File: src/design/assert_macros.svh
// Assertion macros shared by the design files.
// Each macro expands to one labeled concurrent assertion on clk and rst_n.
`ifndef ASSERT_MACROS_SVH
`define ASSERT_MACROS_SVH

// Same-cycle implication, checked out of reset.
`define SCSA_ASSERT_IMP(lbl, ante, cons, msg) \
    lbl: assert property (@(posedge clk) disable iff (!rst_n) (ante) |-> (cons)) \
        else $error(msg);

// Next-cycle implication, checked out of reset.
`define SCSA_ASSERT_NEXT(lbl, ante, cons, msg) \
    lbl: assert property (@(posedge clk) disable iff (!rst_n) (ante) |=> (cons)) \
        else $error(msg);

`endif

File: src/design/scsa_ram.sv
// Generic simple dual-port RAM: one write port, one read port with registered data.
// Depends on nothing.
module scsa_ram #(
    parameter int WIDTH = 8,
    parameter int DEPTH = 16
) (
    input  logic                     clk,
    input  logic                     we,
    input  logic [$clog2(DEPTH)-1:0] waddr,
    input  logic [WIDTH-1:0]         wdata,
    input  logic [$clog2(DEPTH)-1:0] raddr,
    output logic [WIDTH-1:0]         rdata
);

    logic [WIDTH-1:0] mem [DEPTH];

    always_ff @(posedge clk)
    begin
        if (we)
        begin
            mem[waddr] <= wdata;
        end
        rdata <= mem[raddr];
    end

endmodule

File: config.mk
export PLATFORM = sky130hd
export DESIGN_NAME = scsa_ram
export DESIGN_NICKNAME = d
export VERILOG_FILES = /design/src/design/assert_macros.svh /design/src/design/scsa_ram.sv
export SDC_FILE = /design/constraint.sdc
export NUM_CORES = 1
export LEC_CHECK = 0
export ABC_CLOCK_PERIOD_IN_PS = 2170
export CELL_PAD_IN_SITES_DETAIL_PLACEMENT = 1
export CELL_PAD_IN_SITES_GLOBAL_PLACEMENT = 1
export CORE_MARGIN = 10
export CORE_UTILIZATION = 50
export CTS_CLUSTER_DIAMETER = 60
export DETAILED_ROUTE_END_ITERATION = 7
export DONT_BUFFER_PORTS = 1
export PLACE_DENSITY = 0.71
export SLEW_MARGIN = 5
export SYNTH_ARGS = -nofsm -noshare
export SYNTH_HDL_FRONTEND = slang
export SYNTH_SLANG_ARGS = --single-unit
File: constraint.sdc
create_clock -name clk -period 2.17 [get_ports clk]
set_input_delay 0.434 -clock clk [delete_from_list [all_inputs] [get_ports clk]]
set_output_delay 0.434 -clock clk [all_outputs]
set_load 0.05 [all_outputs]
# Yosys cells after proc, flatten, opt, wreduce, memory -nomap -nowiden

Memories as Yosys holds them, arrays and structs flattened. A register that Yosys moved wholly into a read port is not among the register bits.
Cells that the tools add are included.

Word-level logic and storage cells: 3
Memories kept: 1
Register bits: 0
Memory bits (writable): 128

Mux-type cells: 2

Memories:

| memory | depth | bits a word | rd ports | clocked after Yosys merged registers in | write ports | line           | text |
|---|---|---|---|---|---|---|---|
| mem    | 16    | 8           | 1        | 1                                       | 1           | scsa_ram.sv:15 | `logic [WIDTH-1:0] mem [DEPTH];` |

Operators by type and width:

| cell              | number |
|---|---|
| two-way mux 1 bit | 2 |

# Longest topological paths before layout

Word-level depth: 2
Mapped depth: 5

# Worst setup path after synthesis

OpenSTA, ideal clock, no wires.

Path kind: input to register
Start: input waddr[2]
End: memory mem[0][0] (enable)
Library setup time: 0.383 ns
Data required time: 1.787 ns
Buffers on the path: 0
Stages: 2
Setup slack: 0.243 ns
Arrival: 1.544 ns
Cells stage by stage: or3b_2 -> nor3_1

RTL lines:

| element            | line           | text |
|---|---|---|
| start: declaration | scsa_ram.sv:9  | `input logic [$clog2(DEPTH)-1:0] waddr,` |
| end: declaration   | scsa_ram.sv:15 |  |

Straight into the memory's write port.

# Final worst setup path

Start: register rdata[0] (read register of mem)
End: output rdata[0]

RTL lines:

| element            | line           | text |
|---|---|---|
| start: declaration | scsa_ram.sv:12 | `output logic [WIDTH-1:0] rdata` |

No word-level cell between the ends.

==> flow_summary.toml <==
[grt]
grtUsageMet3_pct = 4.79
met2_usage_pct = 24.2
grt.total_usage_pct = 15.7
grt_max_degree = 33
antenna_found_initial = 1
met1_usage_pct = 20.7
grt_pass1_vias = 2609
top_usage_layer = "met2"
grt_pass1_wl_um = 16500
overflow = 0

[timing]
timing.final.crit_share_pct = 73.4
max-slew-margin-rel_pct = 50.1
maxSlewViolCount = 0
period_needed_ns = 1.59
final_hold_viol_count = 0
max_freq_mhz = 628
clock_skew_ns = 0.00627
fin_tns_setup_ns = 0
setup_violations = 0
rsz0062_at_grt = "false"
tightest_slew_ns = 0.747

[routing]
avgViaCountPerCell = 5.83
first_pass_iters = 4
vias = 2386
drt_iter0_drc = 173
ant_nets = 0
detail_route.wl_per_cell_um = 26.4
drt_wl_total_um = 10800
drc = 0

[die]
placementRows = 36
coreArea_um2 = 9910
die_y_um = 121
initial_core_util_pct = 51.9
die_w_um = 121
die-area_um2 = 14800
ioPinCount = 26

[cts]
clock_latency_ns = 0.52
clkSinkCount = 136
clockRootBuffer = "clkbuf_8"
cts_buffer_depth = 2
cts_tree = "yes"
cts_max_level = 4
cts_setup_buffers = 0
clkSlewWorstSetupHoldPaths_ns = 0.06
cts_inserted_buffers = 17

[final_layout]
num-fill-cells = 830
layout_commonest_cell = "edfxtp_1"
ff_latch_area_um2 = 4000
stdcell_area_um2 = 6020
final_cell_mix = "edfxtp_1 (128), mux4_2 (18), a22oi_1 (16), clkbuf_16 (16), buf_4 (16)"
nets = 280
multi_input_comb_area_um2 = 1060
drive_above_1_share_pct = 24.0
syn2layout_area_growth_pct = 17.0
fin_cells = 409

[critical_path]
rr_endpoint = "rdata[6]"
reg2reg_depth = 3
arrival_ns = 1.16
regToRegStartpoint = "mem[3][6]"
path_max_fanout = 1
timing_worst_setup_path_type = "flop to primary output"
reg2reg_slack_ns = 0.72
critPathCaptureType = "primary output"
crit_required_ns = 1.74
cp-start-kind = "flop"

[yosys]
yosys.cell_types.count = 19
synthAdderAreaFrac_pct = 0
synth_fp_nets = 247
yosysSeqAreaShare_pct = 77.8
synthCells = 229
ys_ff_latch = 136
synth-xor-area-share_pct = 0
netlist.area_leader.share_pct = 74.7
synth_mux_area_share_pct = 15.0
yosysWarnings = 0
synth.area.top_cells = "edfxtp_1 (75%), mux4_2 (7.9%), mux4_1 (7.1%), dfxtp_1 (3.1%), a22oi_1 (2.3%)"
yosys.area.top_type = "edfxtp_1"
synth-compound-area-share_pct = 2.33
yosys.area_share.simple_pct = 3.18
synth_top_family_by_area = "multiplexers"
synthesis.area_um2 = 5150
avgSynthCellArea_um2 = 22.5

[placement]
hpwl_um = 6530
placed_cells = 368
gp_congestion = 0.766
io_buffers = 0
placed_cell_area_um2 = 5350

[power]
power.density_nw_per_um2 = 1010
cellLeakagePower_uw = 0.00200
ir_drop_mv = 0.610

[hold_path]
worstHoldStart = "raddr[1]"
holdPathEnd = "rdata[3]"
hold_depth = 3
holdCritPathClass = "primary input to flop"

[status]
status = "completed"

[run]
drv_cap = 0
## worst reg2reg max path: stages, from the launching register on
cell and delay, ns:
edfxtp_1 0.37, mux4_2 0.48, a22oi_1 0.39, nand2_1 0.09
## flip-flops by register name, indices dropped and copies added (netlist names)
register,flops
rdata,8
mem,128
## cells in the mapped netlist
| library cell | number |
|---|---|
| nor2_1 | 13 |
| or3b_2 | 1 |
| nor3_1 | 4 |
| clkdlybuf4s25_2 | 3 |
| and2_1 | 1 |
| and2b_1 | 1 |
| edfxtp_1 | 128 |
| buf_4 | 1 |
| nand3_1 | 1 |
| nand2_1 | 9 |
| dfxtp_1 | 8 |
| mux4_2 | 18 |
| mux4_1 | 14 |
| buf_6 | 3 |
| buf_2 | 3 |
| nand2b_1 | 2 |
| nand3b_1 | 2 |
| a22oi_1 | 16 |
| nor2b_1 | 1 |
## layout make-up
type                       instances  area share [%]
clock inverter                    13            2.53
clock buffer                      19            7.33
sequential                       136            66.5
multi-input combinational         83            17.5
tap                              133            2.76
timing repair buffer              24            3.32
antenna                            1          0.0415
## kinds of logic after synthesis
kind of cell | after synthesis
compound gates | 16
flops | 136
buf+inv | 10
mux | 32
simple gates | 35
## power by group
group | switching [uW] | internal (uW)
clock | 1040 | 1800
combinational | 109 | 98.2
sequential | 81.5 | 2940
total | 1230 | 4830
## how the worst max path moves through the flow
stage                  start   endpoint  slack [ns]  cells after the start
floorplan           waddr[2]  mem[0][0]        0.24                      2
detailed placement  waddr[2]  mem[0][2]        0.53                      3
global placement    waddr[2]  mem[0][7]        0.59                      3
global route        rdata[1]   rdata[1]        0.53                      0
finish              rdata[0]   rdata[0]        0.58                      0
CTS                 rdata[0]   rdata[0]        0.54                      0
## through the flow
stage	power, uW	utilization (%)	setup WS (ns)	hold slack (ns)
2_1_floorplan	3210	-	0.243	0.533
3_3_place_gp	3230	54.0	0.587	0.534
3_5_place_dp	3240	54.0	0.532	0.534
4_1_cts	6110	60.8	0.545	0.190
5_1_grt	6250	60.8	0.532	0.221
6_report	6060	60.8	0.577	0.215
## timing repair
action / in CTS / in global routing
endpoints found under the hold margin: 128 / 0
resized for setup: 0 / 0
hold buffers: 8 / 0
## per-layer routing
metal	vias to the layer above	part of all wire, %
met3	12	7.0
met2	81	51
met1	1250	41
met4	0	1.1
li1	1043	-
met5	-	0
Power figures use the tool's default switching activity.
